==> config.mk <==
export PLATFORM = sky130hd
export DESIGN_NAME = tga_rle_pixel_decoder
export DESIGN_NICKNAME = d
export VERILOG_FILES = /design/src/tgarle_pkg.sv /design/src/tgarle_decode.sv /design/src/tgarle_out_reg.sv /design/src/tga_rle_pixel_decoder.sv
export VERILOG_INCLUDE_DIRS = /design/src /design/src/src
export SDC_FILE = /design/constraint.sdc
export NUM_CORES = 1
export LEC_CHECK = 0
export ABC_AREA = 1
export BUFFER_PORTS_ARGS = -buffer_cell sky130_fd_sc_hd__buf_2
export CELL_PAD_IN_SITES_DETAIL_PLACEMENT = 0
export CELL_PAD_IN_SITES_GLOBAL_PLACEMENT = 1
export CORE_UTILIZATION = 30
export CTS_BUF_LIST = sky130_fd_sc_hd__clkbuf_4 sky130_fd_sc_hd__clkbuf_8
export CTS_CLUSTER_DIAMETER = 50
export DETAILED_ROUTE_END_ITERATION = 8
export HOLD_SLACK_MARGIN = 0.02
export MAX_ROUTING_LAYER = met4
export PLACE_DENSITY = 0.66
export SYNTH_ARGS = -nofsm -noshare
export SYNTH_HDL_FRONTEND = slang
export SYNTH_SLANG_ARGS = --single-unit
==> constraint.sdc <==
create_clock -name aclk -period 3.65 [get_ports aclk]
set_input_delay 0.5475 -clock aclk [delete_from_list [all_inputs] [get_ports aclk]]
set_output_delay 0.5475 -clock aclk [all_outputs]
set_load 0.01 [all_outputs]
==> src/tga_rle_pixel_decoder_defines.svh <==
// Assertion macros for the TGA RLE pixel decoder.
`ifndef TGA_RLE_PIXEL_DECODER_DEFINES_SVH
`define TGA_RLE_PIXEL_DECODER_DEFINES_SVH

// Same-cycle implication, checked out of reset.
`define TGARLE_ASSERT_NOW(lbl, ante, cons, msg) \
    lbl: assert property (@(posedge aclk) disable iff (!aresetn) (ante) |-> (cons)) \
        else $error(msg);

// Next-cycle implication, checked out of reset.
`define TGARLE_ASSERT_NEXT(lbl, ante, cons, msg) \
    lbl: assert property (@(posedge aclk) disable iff (!aresetn) (ante) |=> (cons)) \
        else $error(msg);

`endif

==> src/tgarle_pkg.sv <==
// Shared types and constants for the TGA RLE pixel decoder.
package tgarle_pkg;

    localparam int CfgIndexWidth = 2;
    localparam int CfgDataWidth  = 3;

    typedef enum logic [CfgIndexWidth-1:0] {
        CFG_RUN_LENGTH_CODED  = 2'd0,
        CFG_PIXEL_BYTES       = 2'd1,
        CFG_SIXTEEN_BIT_ALPHA = 2'd2
    } cfg_index_t;

    typedef struct packed {
        logic       run_length_coded;
        logic [2:0] pixel_bytes;
        logic       sixteen_bit_alpha;
    } cfg_t;

    typedef struct packed {
        logic [7:0] red;
        logic [7:0] green;
        logic [7:0] blue;
        logic [7:0] alpha;
        logic [7:0] repeat_count;
    } pixel_t;

endpackage

==> src/tgarle_decode.sv <==
// Packet and pixel state, byte assembly and colour conversion.
module tgarle_decode (
    input  logic              aclk,
    input  logic              aresetn,
    input  tgarle_pkg::cfg_t  cfg,
    input  logic              beat_valid,
    input  logic [7:0]        data_byte,
    input  logic              image_start,
    output logic              pix_valid,
    output tgarle_pkg::pixel_t pix
);

    logic [7:0]  rem_reg,  rem_next;
    logic        run_reg,  run_next;
    logic [23:0] asm_reg,  asm_next;
    logic [1:0]  bip_reg,  bip_next;

    logic [7:0]  rem_cur;
    logic        run_cur;
    logic [23:0] asm_cur;
    logic [1:0]  bip_cur;
    logic [2:0]  size;
    logic [2:0]  bip_inc;
    logic        is_header;
    logic        is_assemble;
    logic        is_complete;
    logic [7:0]  b0, b1, b2;

    always_ff @(posedge aclk) begin
        if (!aresetn) begin
            rem_reg <= '0;
            run_reg <= 1'b0;
            asm_reg <= '0;
            bip_reg <= '0;
        end else if (beat_valid) begin
            rem_reg <= rem_next;
            run_reg <= run_next;
            asm_reg <= asm_next;
            bip_reg <= bip_next;
        end
    end

    always_comb begin
        // image_start wipes the stream state before the byte is used
        rem_cur = image_start ? 8'd0  : rem_reg;
        run_cur = image_start ? 1'b0  : run_reg;
        asm_cur = image_start ? 24'd0 : asm_reg;
        bip_cur = image_start ? 2'd0  : bip_reg;

        if (cfg.pixel_bytes < 3'd2) begin
            size = 3'd2;
        end else if (cfg.pixel_bytes > 3'd4) begin
            size = 3'd4;
        end else begin
            size = cfg.pixel_bytes;
        end

        bip_inc     = {1'b0, bip_cur} + 3'd1;
        is_header   = cfg.run_length_coded && (rem_cur == 8'd0);
        is_assemble = !is_header && (bip_inc < size);
        is_complete = !is_header && !is_assemble;

        b0 = asm_cur[7:0];
        b1 = asm_cur[15:8];
        b2 = asm_cur[23:16];

        rem_next = rem_cur;
        run_next = run_cur;
        asm_next = asm_cur;
        bip_next = bip_cur;

        if (is_header) begin
            rem_next = {1'b0, data_byte[6:0]} + 8'd1;
            run_next = data_byte[7];
            asm_next = '0;
            bip_next = '0;
        end else if (is_assemble) begin
            unique case (bip_cur)
                2'd0: asm_next[7:0]   = data_byte;
                2'd1: asm_next[15:8]  = data_byte;
                2'd2: asm_next[23:16] = data_byte;
                2'd3: asm_next        = asm_cur;
            endcase
            bip_next = bip_inc[1:0];
        end else begin
            asm_next = '0;
            bip_next = '0;
            if (cfg.run_length_coded) begin
                rem_next = run_cur ? 8'd0 : rem_cur - 8'd1;
            end
        end

        // colour conversion; data_byte is the closing byte of the pixel
        unique case (size)
            3'd2: begin
                pix.red   = {data_byte[6:2], 3'b000};
                pix.green = {data_byte[1:0], b0[7:5], 3'b000};
                pix.blue  = {b0[4:0], 3'b000};
                pix.alpha = (cfg.sixteen_bit_alpha && data_byte[7]) ? 8'hff : 8'h00;
            end
            3'd3: begin
                pix.red   = data_byte;
                pix.green = b1;
                pix.blue  = b0;
                pix.alpha = 8'h00;
            end
            default: begin
                pix.red   = b2;
                pix.green = b1;
                pix.blue  = b0;
                pix.alpha = data_byte;
            end
        endcase

        pix.repeat_count = (cfg.run_length_coded && run_cur) ? rem_cur : 8'd1;
        pix_valid        = beat_valid && is_complete;
    end

endmodule

==> src/tgarle_out_reg.sv <==
// Result register that holds a decoded pixel until the sink takes it.
module tgarle_out_reg (
    input  logic               aclk,
    input  logic               aresetn,
    input  logic               load,
    input  tgarle_pkg::pixel_t pix,
    output logic               can_accept,
    output logic               m_tvalid,
    input  logic               m_tready,
    output logic [39:0]        m_tdata
);

    logic               valid_reg, valid_next;
    tgarle_pkg::pixel_t pix_reg;

    always_comb begin
        can_accept = !valid_reg || m_tready;
        if (load) begin
            valid_next = 1'b1;
        end else if (m_tready) begin
            valid_next = 1'b0;
        end else begin
            valid_next = valid_reg;
        end
    end

    always_ff @(posedge aclk) begin
        if (!aresetn) begin
            valid_reg <= 1'b0;
        end else begin
            valid_reg <= valid_next;
        end
    end

    always_ff @(posedge aclk) begin
        if (load) begin
            pix_reg <= pix;
        end
    end

    assign m_tvalid = valid_reg;
    assign m_tdata  = {pix_reg.repeat_count, pix_reg.alpha, pix_reg.blue,
                       pix_reg.green, pix_reg.red};

endmodule

==> src/tga_rle_pixel_decoder.sv <==
// TGA truecolor pixel-data decoder: one RGBA pixel out per pixel, one byte in per cycle
// while s_tready is high. A decoded pixel appears on the result channel the cycle after
// its closing byte is accepted, from a single output register. s_tready falls only
// while that register holds a pixel the sink has not taken, so throughput is one byte
// per cycle whenever m_tready stays high. Header and non-final pixel bytes produce no
// beat. Configuration is written through cfg_wr_en, cfg_index and cfg_wdata, and must
// only change while the decoder is idle.
`include "tga_rle_pixel_decoder_defines.svh"

module tga_rle_pixel_decoder (
    input  logic        aclk,
    input  logic        aresetn,
    input  logic        cfg_wr_en,
    input  logic [1:0]  cfg_index,
    input  logic [2:0]  cfg_wdata,
    input  logic        s_tvalid,
    output logic        s_tready,
    input  logic [7:0]  s_tdata,    // [7:0] data_byte
    input  logic [0:0]  s_tuser,    // [0] image_start
    output logic        m_tvalid,
    input  logic        m_tready,
    output logic [39:0] m_tdata     // [7:0] red, [15:8] green, [23:16] blue,
                                    // [31:24] alpha, [39:32] repeat_count
);

    tgarle_pkg::cfg_t   cfg_reg;
    tgarle_pkg::pixel_t pix;
    logic               beat_valid;
    logic               pix_valid;

    always_ff @(posedge aclk) begin
        if (!aresetn) begin
            cfg_reg.run_length_coded  <= 1'b0;
            cfg_reg.pixel_bytes       <= 3'd3;
            cfg_reg.sixteen_bit_alpha <= 1'b0;
        end else if (cfg_wr_en) begin
            if (cfg_index == tgarle_pkg::CFG_RUN_LENGTH_CODED) begin
                cfg_reg.run_length_coded <= cfg_wdata[0];
            end
            if (cfg_index == tgarle_pkg::CFG_PIXEL_BYTES) begin
                cfg_reg.pixel_bytes <= cfg_wdata;
            end
            if (cfg_index == tgarle_pkg::CFG_SIXTEEN_BIT_ALPHA) begin
                cfg_reg.sixteen_bit_alpha <= cfg_wdata[0];
            end
        end
    end

    assign beat_valid = s_tvalid && s_tready;

    tgarle_decode u_decode (
        .aclk        (aclk),
        .aresetn     (aresetn),
        .cfg         (cfg_reg),
        .beat_valid  (beat_valid),
        .data_byte   (s_tdata),
        .image_start (s_tuser[0]),
        .pix_valid   (pix_valid),
        .pix         (pix)
    );

    tgarle_out_reg u_out_reg (
        .aclk       (aclk),
        .aresetn    (aresetn),
        .load       (pix_valid),
        .pix        (pix),
        .can_accept (s_tready),
        .m_tvalid   (m_tvalid),
        .m_tready   (m_tready),
        .m_tdata    (m_tdata)
    );

    `TGARLE_ASSERT_NOW(a_count_nonzero, m_tvalid, m_tdata[39:32] != 8'd0, "zero repeat count")
    `TGARLE_ASSERT_NOW(a_raw_count_one, m_tvalid && !cfg_reg.run_length_coded,
                       m_tdata[39:32] == 8'd1, "raw pixel with repeat count above one")
    `TGARLE_ASSERT_NOW(a_stall_only_when_full, !s_tready, m_tvalid && !m_tready,
                       "input stalled with room in the result register")
    `TGARLE_ASSERT_NEXT(a_pixel_shown, pix_valid, m_tvalid, "decoded pixel not presented")

endmodule

# ---- After elaboration in Yosys (flattened, before gate mapping)
# Index checks and enable logic that the tools add are counted.
dict set report totals {
  reg_bits 81
  input_bits 19
  out_inout_bits 42
  word_cells 65
}
dict set report op_classes {
  addsub 3
  n_lt_le_gt_ge 3
  eq_ne 6
  mux 22
  n_reduce_logical 18
}
# op count
set op_table {}
lappend op_table {{two-way mux 24 bit} 3}
lappend op_table {{two-way mux 8 bit} 9}
lappend op_table {{case mux 32 bit (2 select lines)} 1}
lappend op_table {{adder 7 x 1 -> 8 bit (second input constant)} 1}
lappend op_table {{logical NOT 8 bit} 1}
lappend op_table {{subtractor 8 x 1 -> 8 bit (second input constant)} 1}
lappend op_table {{logical AND 1 bit} 7}
lappend op_table {{== test 3 x 2 -> 1 bit (second input constant)} 2}
lappend op_table {{two-way mux 2 bit} 3}
lappend op_table {{two-way mux 3 bit} 2}
lappend op_table {{AND reduction 2 bit} 3}
lappend op_table {{== test 2 x 1 -> 1 bit (second input constant)} 2}
lappend op_table {{== test 2 bit (second input constant)} 2}
lappend op_table {{logical NOT 2 bit} 2}
lappend op_table {{two-way mux 1 bit} 4}
lappend op_table {{adder 2 x 1 -> 3 bit (second input constant)} 1}
lappend op_table {{> comparator 3 bit (second input constant)} 1}
lappend op_table {{logical NOT 1 bit} 3}
lappend op_table {{< comparator 3 x 2 -> 1 bit (second input constant)} 1}
lappend op_table {{< comparator 3 bit} 1}
lappend op_table {{nonzero test 2 bit} 1}
lappend op_table {{logical OR 1 bit} 1}

# ---- Depth between registers and ports, before layout
# Gate-level depths: netlist of the first run.
dict set report logic_depth {
  word_depth 9
  ltp_mapped 17
  mapped_depth_nobuf 16
}

# ---- Modules after synthesis
# Synthesis of the first run repeated with hierarchy kept, for this count alone.
dict set report unflattened {
  hier_cells 500
  hier_area_um2 4229.1
}
# mod instances cells_per_inst area_each_um2 seq_area_each_um2
set modules_own_cells {}
lappend modules_own_cells {tgarle_decode 1 421 2758.9 700.7}
lappend modules_own_cells {tgarle_out_reg 1 46 1247.4 1221.2}
lappend modules_own_cells {tga_rle_pixel_decoder 1 33 222.7 100.1}

# ---- Worst setup path before layout of the first run
# No wires, ideal clock.
dict set report synth_timing {
  path_type {input to register}
  start {in s_tuser}
  end {reg u_out_reg.pix_reg (netlist bit u_out_reg.m_tdata[0]), enable pin}
  setup_time_ns 0.394
  arrival_time_ns 2.466
  required_time_ns 3.256
  path_slack_ns 0.789
  cell_stages 12
  path_buffers 2
  cell_sequence {inv_2 buf_6 nand2_1 ha_1 nand2_1 nor2_2 nand3_2 buf_2 inv_2 nor2_1 nand2_1 inv_1}
}
dict set report synth_via {
  elab_chain_len 8
  word_cells_on_any_way 11
  cone_classes {add/sub (1); order compare (1); mux (2); reduce/logical (7)}
}
# element line_no
set synth_rtl {}
lappend synth_rtl {{start, declared} tga_rle_pixel_decoder.sv:19} ;# input logic [0:0] s_tuser,
lappend synth_rtl {{branches (longest 6 deep; another with adder 2 x 1 -> 3 bit)} -}
lappend synth_rtl {{logical AND 1 bit *} tgarle_decode.sv:61} ;# is_complete = !is_header && !is_assemble;
lappend synth_rtl {{logical AND 1 bit *} tgarle_decode.sv:116} ;# pix_valid = beat_valid && is_complete;
lappend synth_rtl {{named net pix_valid} tga_rle_pixel_decoder.sv:29} ;# logic pix_valid;
lappend synth_rtl {{end signal, assigned} tgarle_out_reg.sv:37} ;# pix_reg <= pix;
lappend synth_rtl {{end, declared} tgarle_out_reg.sv:14} ;# tgarle_pkg::pixel_t pix_reg;
# Mark *: on every way through the listed nets, which the timed path passes.
# A chain may end at the register's enable or synchronous reset.

# ---- Final worst setup path of the first run
dict set report layout_timing {
  start {reg cfg_reg[3] in the netlist's numbering}
  end {reg u_decode.rem_reg[4]}
}
dict set report layout_via {
  elab_chain_len 7
  word_cells_on_any_way 8
  cone_classes {order compare (3); mux (4); reduce/logical (1)}
}
# element line_no
set layout_rtl {}
lappend layout_rtl {{start, declared} tga_rle_pixel_decoder.sv:26} ;# tgarle_pkg::cfg_t cfg_reg;
lappend layout_rtl {{> comparator 3 bit} tgarle_decode.sv:52} ;# end else if (cfg.pixel_bytes > 3'd4) begin
lappend layout_rtl {{two-way mux 3 bit} tgarle_decode.sv:52}
lappend layout_rtl {{two-way mux 3 bit *} tgarle_decode.sv:50} ;# if (cfg.pixel_bytes < 3'd2) begin
lappend layout_rtl {{< comparator 3 bit *} tgarle_decode.sv:60} ;# is_assemble = !is_header && (bip_inc < size);
lappend layout_rtl {{logical AND 1 bit *} tgarle_decode.sv:60}
lappend layout_rtl {{two-way mux 8 bit *} tgarle_decode.sv:77} ;# end else if (is_assemble) begin
lappend layout_rtl {{two-way mux 8 bit *} tgarle_decode.sv:72} ;# if (is_header) begin
lappend layout_rtl {{end signal, assigned} tgarle_decode.sv:36} ;# rem_reg <= rem_next;
lappend layout_rtl {{end, declared} tgarle_decode.sv:13} ;# logic [7:0] rem_reg, rem_next;
# Mark *: on every way between the ends. The rest lies on a longest branch, timed or not.

==> results of run 1 <==
-- metal layers --
layer	track usage [%]	wire, um	part of all wire [%]
met1	20.7	4950	48
met2	24.8	4720	46
met3	2.86	497	4.8
met4	5.93	193	1.9
met5	-	0	0
-- logic make-up (layout without fill, tap and decap cells) --
group                    after synthesis  count (layout)  synth area share [%]
AND/OR/NAND/NOR                      178             178                  18.1
AO/OA/AOI/OAI                        146             146                  20.8
flip-flops                            81              81                  50.2
buffers and inverters                 78             131                  8.26
XOR/XNOR                               6               6                  1.30
adder cells (fa/ha/maj)                4               4                  1.24
-- cell usage after synthesis (all sizes together), types with 2 or more instances --
cell    instances
buf             8
o21ai          62
ha              4
xor2            4
o221ai          5
a21oi          45
o22ai           3
nor3            4
nand3          20
xnor2           2
nand4           3
o21bai          3
nor2           40
edfxtp         40
o211ai         25
clkbuf         22
inv            47
nand2         110
dfxtp          41
-- layout make-up --
class,instances,area (um2)
multi-input cells,334,1670
flip-flops and latches,81,2020
fillers,1362,8210
well taps,172,215
clock buffers,10,131
clock inverters,6,88.8
repair buffers,67,353
inverters,48,180
-- where the power goes --
group | total [mW] | switching (mW) | internal [mW] | leakage (nW)
clock network | 0.734 | 0.337 | 0.396 | 0.115
logic | 0.364 | 0.249 | 0.114 | 1.13
registers | 1.05 | 0.0262 | 1.03 | 0.714
-- worst max-delay path, delay by kind of cell, from the launching register on --
family          cells  cell delay (ns)
simple gates        4             0.45
compound gates      3             0.58
flops               1             0.54
fa+ha+maj           1             0.37
buf+inv             2             0.75
-- per-stage QoR --
step | cells | worst slack, ns
after global routing | 718 | 0.623
after CTS | 718 | 0.896
after global placement | 702 | 0.693
final | 718 | 0.912
after detailed placement | 702 | 0.601
after floorplan | 493 | 0.789
-- worst max path at each step --
stage	cells after the start	slack, ns	to	from
finish	10	0.91	u_decode.rem_reg[4]$_SDFFE_PN0P_	cfg_reg[3]$_SDFFE_PN0P_
global route	10	0.62	u_decode.rem_reg[4]$_SDFFE_PN0P_	cfg_reg[3]$_SDFFE_PN0P_
CTS	10	0.90	u_decode.rem_reg[4]$_SDFFE_PN0P_	cfg_reg[3]$_SDFFE_PN0P_
detailed placement	15	0.60	u_decode.rem_reg[4]$_SDFFE_PN0P_	s_tuser
global placement	15	0.69	u_decode.rem_reg[4]$_SDFFE_PN0P_	s_tuser
floorplan	12	0.79	u_out_reg.m_tdata[0]$_DFFE_PP_	s_tuser
==> results.py, run 1 <==
metrics = {
    "drt": {
        "dr.pass1.iters": 5,
        "vias_per_cell": 4.85,
        "drtIter0Drc": 326,
        "wl_mm": 10.4,
        "route.antenna.remaining_nets": 0,
        "wl_per_cell_um": 14.4,
        "vias": 3479,
        "drc": 0,
    },
    "floorplan": {
        "die_width_um": 118,
        "die_h_um": 118,
        "core-area_mm2": 0.0129,
        "io_pins": 61,
        "start_util_pct": 31.3,
        "fp-row-count": 41,
        "die_area_mm2": 0.0139,
    },
    "placed_design": {
        "dpl.hpwl_mm": 7.19,
        "dpl_cell_area_mm2": 0.00444,
        "portBuffers": 60,
        "gp_congestion": 0.886,
    },
    "power": {
        "powerDensity_mw_per_mm2": 461,
        "p_leak_nw": 1.96,
        "ir_drop_mv": 0.162,
        "p_total_mw": 2.15,
    },
    "global_routing": {
        "grt_overflow": 0,
        "grt_pass1_vias": 3235,
        "grt_usage_pct": 16.0,
        "grt_pass1_wl_mm": 16.9,
        "antenna_found_initial": 0,
        "grt_max_degree": 61,
    },
    "clocking": {
        "clock_latency_ns": 0.36,
        "cts_made_buffers": 9,
        "cts.sinks": 81,
        "h-tree-depth": 3,
        "path_clk_slew_ns": 0.10,
        "root_buffer": "clkbuf_8",
        "holdBufCountCts": 0,
        "cts_resized": 0,
        "cts_buffer_depth": 2,
        "post-cts-setup-buffer-count": 0,
        "cts_tree": "built",
    },
    "timing": {
        "finalCritPeriodShare_pct": 75.0,
        "post-route-min-period_ns": 2.74,
        "max_slew_margin_pct": 59.1,
        "fin_skew_ns": 0.0176,
        "setup_violations": 0,
        "timing.final.hold_violations": 0,
        "fmax_mhz": 365,
        "report.final.slew_viol_count": 0,
        "tightest_slew_ns": 0.614,
        "rsz0062_at_grt": "no",
        "finalSetupTns_ns": 0,
        "hold_slack_ns": 0.394,
    },
    "yosys": {
        "syn_nets": 516,
        "synth_cells": 493,
        "syn_area_per_cell_um2": 8.17,
        "synth_top_area_share_pct": 29.8,
        "synth_seq_area_share_pct": 50.2,
        "synth_flop_cell": "dfxtp_1",
        "async_reset_ff_share_pct": 0,
        "synth_edf_count": 40,
        "synthesis.area_mm2": 0.00403,
        "ys_top_cells_by_area": "edfxtp_1, dfxtp_1, nand2_1",
        "synth.distinct_cells": 32,
        "synth_warnings": 0,
        "ys_seq_elements": 81,
        "synth_top_cell_by_area": "edfxtp_1",
    },
    "worst_setup_path": {
        "crit_fanout": 30,
        "worst_r2r_endpoint": "u_decode.rem_reg[4]$_SDFFE_PN0P_",
        "startpoint_type": "flip-flop",
        "crit_chain": "inv_1 -> ha_1 -> a21oi_1 -> a21boi_2 -> nand2_2 -> inv_2 -> nand2_1 -> nand3_1 -> nand2_1 -> a21oi_1",
        "cp-end-kind": "flip-flop",
        "r2r_slack_ns": 0.91,
        "slowest_stage": "dfxtp_1",
        "cpPeakStageDelay_ns": 0.54,
        "required_ns": 3.95,
        "reg2regPathDepth": 10,
        "reg2reg_from": "cfg_reg[3]$_SDFFE_PN0P_",
        "crit_arrival_ns": 3.04,
        "critPathKind": "flip-flop to flip-flop",
    },
    "layout": {
        "layout_common_cells": "nand2_1, o21ai_0, buf_2, a21oi_1, inv_1",
        "num_antenna_cells": 0,
        "drive_gt1_share_pct": 17.2,
        "fin_util_pct": 36.2,
        "area_growth_pct": 15.8,
        "nNetsFinal": 564,
        "postLayoutCellArea_mm2": 0.00466,
        "largest_reg_flops": 40,
        "final_common_cell": "nand2_1",
    },
    "hold_path": {
        "min_path_type": "input port to flip-flop",
        "min_to": "cfg_reg[2]$_SDFFE_PN1P_",
        "hp-start": "cfg_wdata[1]",
        "min_path_cells": 3,
    },
    "run_status": {
        "status": "finished clean",
    },
    "run": {
        "maxCapViolCount": 0,
    },
}
Note: power is estimated with default switching activity, not from simulation.
==> inputs of run 2 (changes only) <==
Clock period 3.65 ns to 2.8 ns, I/O delays scaled along.
==> run 2 against run 1 <==
Effect of this change: critical path depth increased by 3; flip-flop and latch count unchanged; worst setup slack got worse by 0.47 ns; clock power increased by 46%; count of clock-buffer cells in the layout decreased by 1; maximum frequency increased by 16%; utilization increased by 0.96 points; non-clock buffer count increased by 9; die area unchanged; total power increased by 37%; cell area increased by 2.7%; critical endpoint is now u_out_reg.m_tdata[12]$_DFFE_PP_; largest cell class unchanged.
==> results.py, run 2 (synthesis gave the netlist of run 1 again) <==
metrics = {
    "hold_path": {
        "min_to": "cfg_reg[2]$_SDFFE_PN1P_",
        "hp-start": "cfg_wdata[1]",
        "min_path_cells": 3,
        "min_path_type": "input port to flip-flop",
    },
    "layout": {
        "largest_reg_flops": 40,
        "num_antenna_cells": 0,
        "multi_input_area_mm2": 0.00167,
        "area_growth_pct": 18.9,
        "final_common_cell": "nand2_1",
        "nNetsFinal": 573,
        "regArea_mm2": 0.00202,
        "layout_common_cells": "nand2_1, o21ai_0, buf_2, a21oi_1, inv_1",
        "fillers": 1321,
        "fin_util_pct": 37.2,
        "postLayoutCellArea_mm2": 0.00479,
        "drive_gt1_share_pct": 18.6,
    },
    "timing": {
        "rsz0062_at_grt": "no",
        "report.final.slew_viol_count": 0,
        "fmax_mhz": 423,
        "hold_slack_ns": 0.269,
        "finalCritPeriodShare_pct": 84.3,
        "post-route-min-period_ns": 2.36,
        "max_slew_margin_pct": 62.9,
        "fin_skew_ns": 0.00846,
        "timing.final.hold_violations": 0,
        "tightest_slew_ns": 0.555,
        "fin_ws_ns": 0.438,
        "setup_violations": 0,
        "finalSetupTns_ns": 0,
    },
    "run_status": {
        "status": "finished clean",
    },
    "drt": {
        "drtIter0Drc": 235,
        "wl_met3_um": 448,
        "dr_wl_met2_mm": 4.66,
        "vias_per_cell": 4.86,
        "drc": 0,
        "wl_met1_mm": 4.95,
        "dr.pass1.iters": 5,
        "wl_mm": 10.3,
        "route.antenna.remaining_nets": 0,
        "wl_per_cell_um": 14.1,
        "top_layer_used": "met4",
        "vias": 3535,
    },
    "clocking": {
        "cts_resized": 0,
        "root_buffer": "clkbuf_8",
        "holdBufCountCts": 0,
        "cts_buffer_depth": 2,
        "h-tree-depth": 3,
        "cts.sinks": 81,
        "path_clk_slew_ns": 0.09,
        "post-cts-setup-buffer-count": 0,
        "clock_latency_ns": 0.36,
        "cts_tree": "built",
        "cts_made_buffers": 9,
    },
    "global_routing": {
        "grt_overflow": 0,
        "grt_usage_pct": 15.6,
        "grt_pass1_vias": 3233,
        "grt_pass1_wl_mm": 16.6,
        "antenna_found_initial": 0,
        "grt_max_degree": 61,
    },
    "worst_setup_path": {
        "r2r_slack_ns": 0.44,
        "reg2regPathDepth": 13,
        "cp_top_family": "buffers and inverters",
        "slowest_stage": "dfxtp_1",
        "cp-end-kind": "flip-flop",
        "critPathKind": "flip-flop to flip-flop",
        "path_buf_inv": 5,
        "reg2reg_from": "u_decode.bip_reg[0]$_SDFFE_PN0P_",
        "crit_fanout": 32,
        "cpPeakStageDelay_ns": 0.35,
        "startpoint_type": "flip-flop",
        "crit_arrival_ns": 2.42,
        "required_ns": 2.86,
        "worst_r2r_endpoint": "u_out_reg.m_tdata[12]$_DFFE_PP_",
        "crit_chain": "inv_1 -> nor2_1 -> inv_1 -> nor2_1 -> clkinv_1 -> nand2_1 -> ha_1 -> a21oi_1 -> a21boi_2 -> nor2_1 -> nand2_1 -> inv_1 -> buf_12",
    },
    "placed_design": {
        "dpl_cell_area_mm2": 0.00454,
        "gp_congestion": 0.857,
        "dpl.hpwl_mm": 7.21,
        "portBuffers": 60,
        "place_ws_ns": 0.126,
    },
    "floorplan": {
        "core-area_mm2": 0.0129,
        "die_width_um": 118,
        "start_util_pct": 31.3,
        "fp-row-count": 41,
        "die_area_mm2": 0.0139,
        "die_h_um": 118,
        "io_pins": 61,
    },
    "power": {
        "ir_drop_mv": 0.170,
        "powerDensity_mw_per_mm2": 614,
        "p_leak_nw": 2.01,
    },
    "run": {
        "maxCapViolCount": 0,
    },
}
[run 2: changes by cell type in the layout (fill, tap and decap cells not counted)]
cell,change
clkinv_4,+2
inv_8,+1
buf_12,+2
bufinv_16,+1
buf_4,+7
inv_6,-1
clkinv_2,-1
inv_4,-1
clkbuf_4,-1
[run 2: area by class of cell]
cell class	count	share of cell area (%)
sequential	81	42.2
multi-input combinational	334	34.9
timing repair buffer	76	9.30
tap	172	4.50
inverter	48	3.76
clock inverter	7	2.67
clock buffer	9	2.59
[run 2: power by group]
part | switching, mW | total (mW) | internal (mW)
Clock | 0.463 | 1.07 | 0.603
Sequential | 0.0323 | 1.37 | 1.34
Combinational | 0.331 | 0.504 | 0.173
Total | 0.826 | 2.94 | 2.11
[run 2: through the flow]
| step | total power, mW | std cells |
|---|---|---|
| 2_1_floorplan | 1.74 | 493 |
| 3_3_place_gp | 1.89 | 711 |
| 3_5_place_dp | 1.90 | 711 |
| 4_1_cts | 2.96 | 727 |
| 5_1_grt | 3.08 | 727 |
| 6_report | 2.94 | 727 |
[run 2: metal layers]
layer | track usage [%] | vias up
li1 | - | 1791
met1 | 20.3 | 1622
met2 | 24.3 | 106
met3 | 2.47 | 16
met4 | 6.01 | 0
met5 | - | -
[run 2: worst max-delay path by stage]
stage / to / start / slack (ns) / cells after the start
CTS: u_out_reg.m_tdata[16]$_DFFE_PP_ / u_decode.bip_reg[0]$_SDFFE_PN0P_ / 0.41 / 13
detailed placement: u_out_reg.m_tdata[9]$_DFFE_PP_ / s_tuser / 0.13 / 13
global placement: u_out_reg.m_tdata[13]$_DFFE_PP_ / s_tuser / 0.22 / 13
global route: u_out_reg.m_tdata[16]$_DFFE_PP_ / u_decode.bip_reg[0]$_SDFFE_PN0P_ / 0.17 / 13
finish: u_out_reg.m_tdata[12]$_DFFE_PP_ / u_decode.bip_reg[0]$_SDFFE_PN0P_ / 0.44 / 13
floorplan: u_out_reg.m_tdata[0]$_DFFE_PP_ / s_tuser / 0.07 / 12
[run 2: tightest hold or removal path, delay by kind of cell]
family                 cells  cell delay [ns]
buffers and inverters      1             0.07
AND/OR/NAND/NOR            2             0.11
==> inputs of run 3 (changes only) <==
Settings changed: ABC_AREA 1 to 0, PLACE_DENSITY 0.66 to 0.64.
Clock period 2.8 ns to 2.41 ns, I/O delays scaled along.
==> run 3 against run 2 <==
Effect of this change: cell count fell by 15%; the run now ends with setup timing left; critical path depth fell by 4; highest routed layer unchanged; die area down 6.0%; via count decreased by 12%; maximum frequency fell by 2.0%; count of clock-buffer cells in the layout up 1; register-to-register slack got worse by 0.44 ns.
==> results.py, run 3 <==
metrics = {
    "run_status": {
        "status": "finished, violations left",
        "violations": "setup timing",
    },
    "worst_setup_path": {
        "crit_fanout": 11,
        "crit_chain": "nand2b_4 -> a21oi_2 -> ha_2 -> or4b_4 -> o22ai_4 -> or3_4 -> clkinvlp_4 -> buf_12 -> buf_12",
        "crit_arrival_ns": 2.54,
        "required_ns": 2.54,
        "startpoint_type": "flip-flop",
        "reg2reg_from": "u_decode.bip_reg[0]$_SDFFE_PN0P_",
        "worst_r2r_endpoint": "u_out_reg.m_tdata[29]$_DFFE_PP_",
        "cp_top_family": "simple AND/OR/NAND/NOR gates",
        "reg2regPathDepth": 9,
        "cp-end-kind": "flip-flop",
        "path_buf_inv": 3,
        "critPathMostFrequentCell": "buf_12",
        "cpPeakStageDelay_ns": 0.56,
        "critPathKind": "flip-flop to flip-flop",
        "r2r_slack_ns": -0.0009,
        "slowest_stage": "or4b_4",
    },
    "timing": {
        "finalCritPeriodShare_pct": 100,
        "report.final.slew_viol_count": 0,
        "fmax_mhz": 415,
        "setup_violations": 2,
        "tightest_slew_ns": 0.655,
        "fin_skew_ns": 0.00908,
        "fin_ws_ns": -0.000877,
        "timing.final.hold_violations": 0,
        "max_slew_margin_pct": 56.3,
        "post-route-min-period_ns": 2.41,
        "finalSetupTns_ns": -0.00159,
        "rsz0062_at_grt": "yes",
    },
    "global_routing": {
        "grt_usage_pct": 17.0,
        "grt_overflow": 0,
        "grt_pass1_wl_mm": 16.1,
        "grt_max_degree": 25,
        "busiest_layer": "met2",
        "grt_use_met1_pct": 23.4,
        "antenna_found_initial": 0,
        "met3_usage_pct": 3.55,
        "grt_pass1_vias": 2901,
        "met2_usage_pct": 24.4,
    },
    "layout": {
        "postLayoutCellArea_mm2": 0.00496,
        "final_cells": 619,
        "fin_util_pct": 40.8,
        "num_antenna_cells": 0,
        "layout_common_cells": "buf_2, buf_4, edfxtp_1, dfxtp_1, nand2_1",
        "area_growth_pct": 31.0,
        "drive_gt1_share_pct": 35.3,
        "nNetsFinal": 469,
        "final_common_cell": "buf_2",
        "largest_reg_flops": 40,
    },
    "drt": {
        "vias": 3121,
        "wl_per_cell_um": 17.2,
        "wl_mm": 10.6,
        "dr.pass1.iters": 6,
        "route.antenna.remaining_nets": 0,
        "drtIter0Drc": 167,
        "vias_per_cell": 5.04,
        "drc": 0,
    },
    "clocking": {
        "clock_latency_ns": 0.37,
        "holdBufCountCts": 0,
        "path_clk_slew_ns": 0.09,
        "cts_tree": "built",
        "cts_buffer_depth": 2,
        "h-tree-depth": 3,
        "cts_made_buffers": 9,
        "root_buffer": "clkbuf_8",
        "cts.sinks": 81,
    },
    "yosys": {
        "syn_nets": 372,
        "synth_flop_cell": "dfxtp_1",
        "synth_warnings": 0,
        "synth_cells": 349,
        "synth.distinct_cells": 60,
        "synth_common_cells": "dfxtp_1, edfxtp_1, nand2_1",
        "synth_seq_area_share_pct": 53.4,
        "synth_most_common_cell": "dfxtp_1",
        "syn_area_per_cell_um2": 10.8,
        "ys_top_cells_by_area": "edfxtp_1, dfxtp_1, a22o_1",
        "ys_seq_elements": 81,
        "synth_edf_count": 40,
        "async_reset_ff_share_pct": 0,
        "synth_top_cell_by_area": "edfxtp_1",
        "synthesis.area_mm2": 0.00378,
        "synth_top_area_share_pct": 31.7,
    },
    "hold_path": {
        "min_to": "cfg_reg[2]$_SDFFE_PN1P_",
        "hp-start": "cfg_wdata[1]",
        "min_path_type": "input port to flip-flop",
        "min_path_cells": 3,
    },
    "floorplan": {
        "fp-row-count": 40,
        "start_util_pct": 31.1,
        "die_h_um": 114,
        "die_area_mm2": 0.0131,
        "core-area_mm2": 0.0122,
        "io_pins": 61,
        "die_width_um": 114,
    },
    "placed_design": {
        "portBuffers": 60,
        "gp_congestion": 0.861,
        "dpl.hpwl_mm": 7.05,
        "placed_cells": 589,
        "dpl_cell_area_mm2": 0.00452,
    },
    "power": {
        "powerDensity_mw_per_mm2": 620,
        "p_leak_nw": 1.98,
        "p_total_mw": 3.08,
        "ir_drop_mv": 0.221,
    },
    "run": {
        "maxCapViolCount": 0,
    },
}
==> run 3: cell families (layout without fill, tap and decap cells) <==
logic type	after synthesis	count (layout)	share of synthesized area, %
buf+inv	37	139	4.37
xor+xnor	6	6	1.39
compound gates	103	103	21.5
simple gates	113	113	16.7
mux	5	5	1.32
flops	81	81	53.4
fa+ha+maj	4	4	1.32
==> run 3: worst max-delay path by stage <==
stage / startpoint / to / slack (ns) / cells after the start
after floorplan: s_tuser / u_out_reg.m_tdata[0]$_DFFE_PP_ / -0.39 / 9
after global placement: s_tuser / u_decode.rem_reg[7]$_SDFFE_PN0P_ / -0.08 / 13
after detailed placement: s_tuser / u_decode.asm_reg[8]$_SDFFE_PN0P_ / -0.06 / 10
after CTS: u_decode.bip_reg[0]$_SDFFE_PN0P_ / u_out_reg.m_tdata[29]$_DFFE_PP_ / 0.003 / 8
after global routing: u_decode.bip_reg[0]$_SDFFE_PN0P_ / u_decode.asm_reg[8]$_SDFFE_PN0P_ / -0.09 / 9
final: u_decode.bip_reg[0]$_SDFFE_PN0P_ / u_out_reg.m_tdata[29]$_DFFE_PP_ / -0.0009 / 9
==> run 3: per-stage QoR <==
step                      worst slack, ns  hold WS (ns)
after floorplan                    -0.388         0.434
after CTS                         0.00279         0.204
after global placement            -0.0797         0.458
final                           -0.000877         0.221
after detailed placement          -0.0624         0.459
after global routing              -0.0939         0.222
==> run 3: cell type report <==
type	instances	area, um2
clock inverters	6	66.3
flip-flops and latches	81	2030
repair buffers	113	811
clock buffers	10	138
inverters	10	41.3
multi-input cells	231	1660
fillers	1210	7210
well taps	168	210
==> run 3: worst reg2reg max path: cells and delay by family, from the launching register on <==
family,cells,cell delay (ns)
AND/OR/NAND/NOR,3,0.89
buffers and inverters,3,0.40
flip-flops,1,0.39
AO/OA/AOI/OAI,2,0.32
adder cells (fa/ha/maj),1,0.18
==> run 3: timing repair <==
action | 4_1_cts | 5_1_grt
pin swaps | 3 | 14
setup buffers | 1 | 8
setup endpoints to repair | 59 | 67
gates resized for setup | 0 | 13
gates cloned | 0 | 5
==> run 3: metal layers <==
layer	vias up	share of wire (%)
li1	1503	-
met3	16	5.7
met5	-	0
met1	1503	49
met4	0	1.6
met2	99	44
==> run 3: power by group <==
part | leakage (nW) | internal (mW) | switching, mW
clock network | 0.107 | 0.511 | 0.527
logic | 1.19 | 0.223 | 0.278
registers | 0.683 | 1.51 | 0.0298
total | 1.98 | 2.24 | 0.835
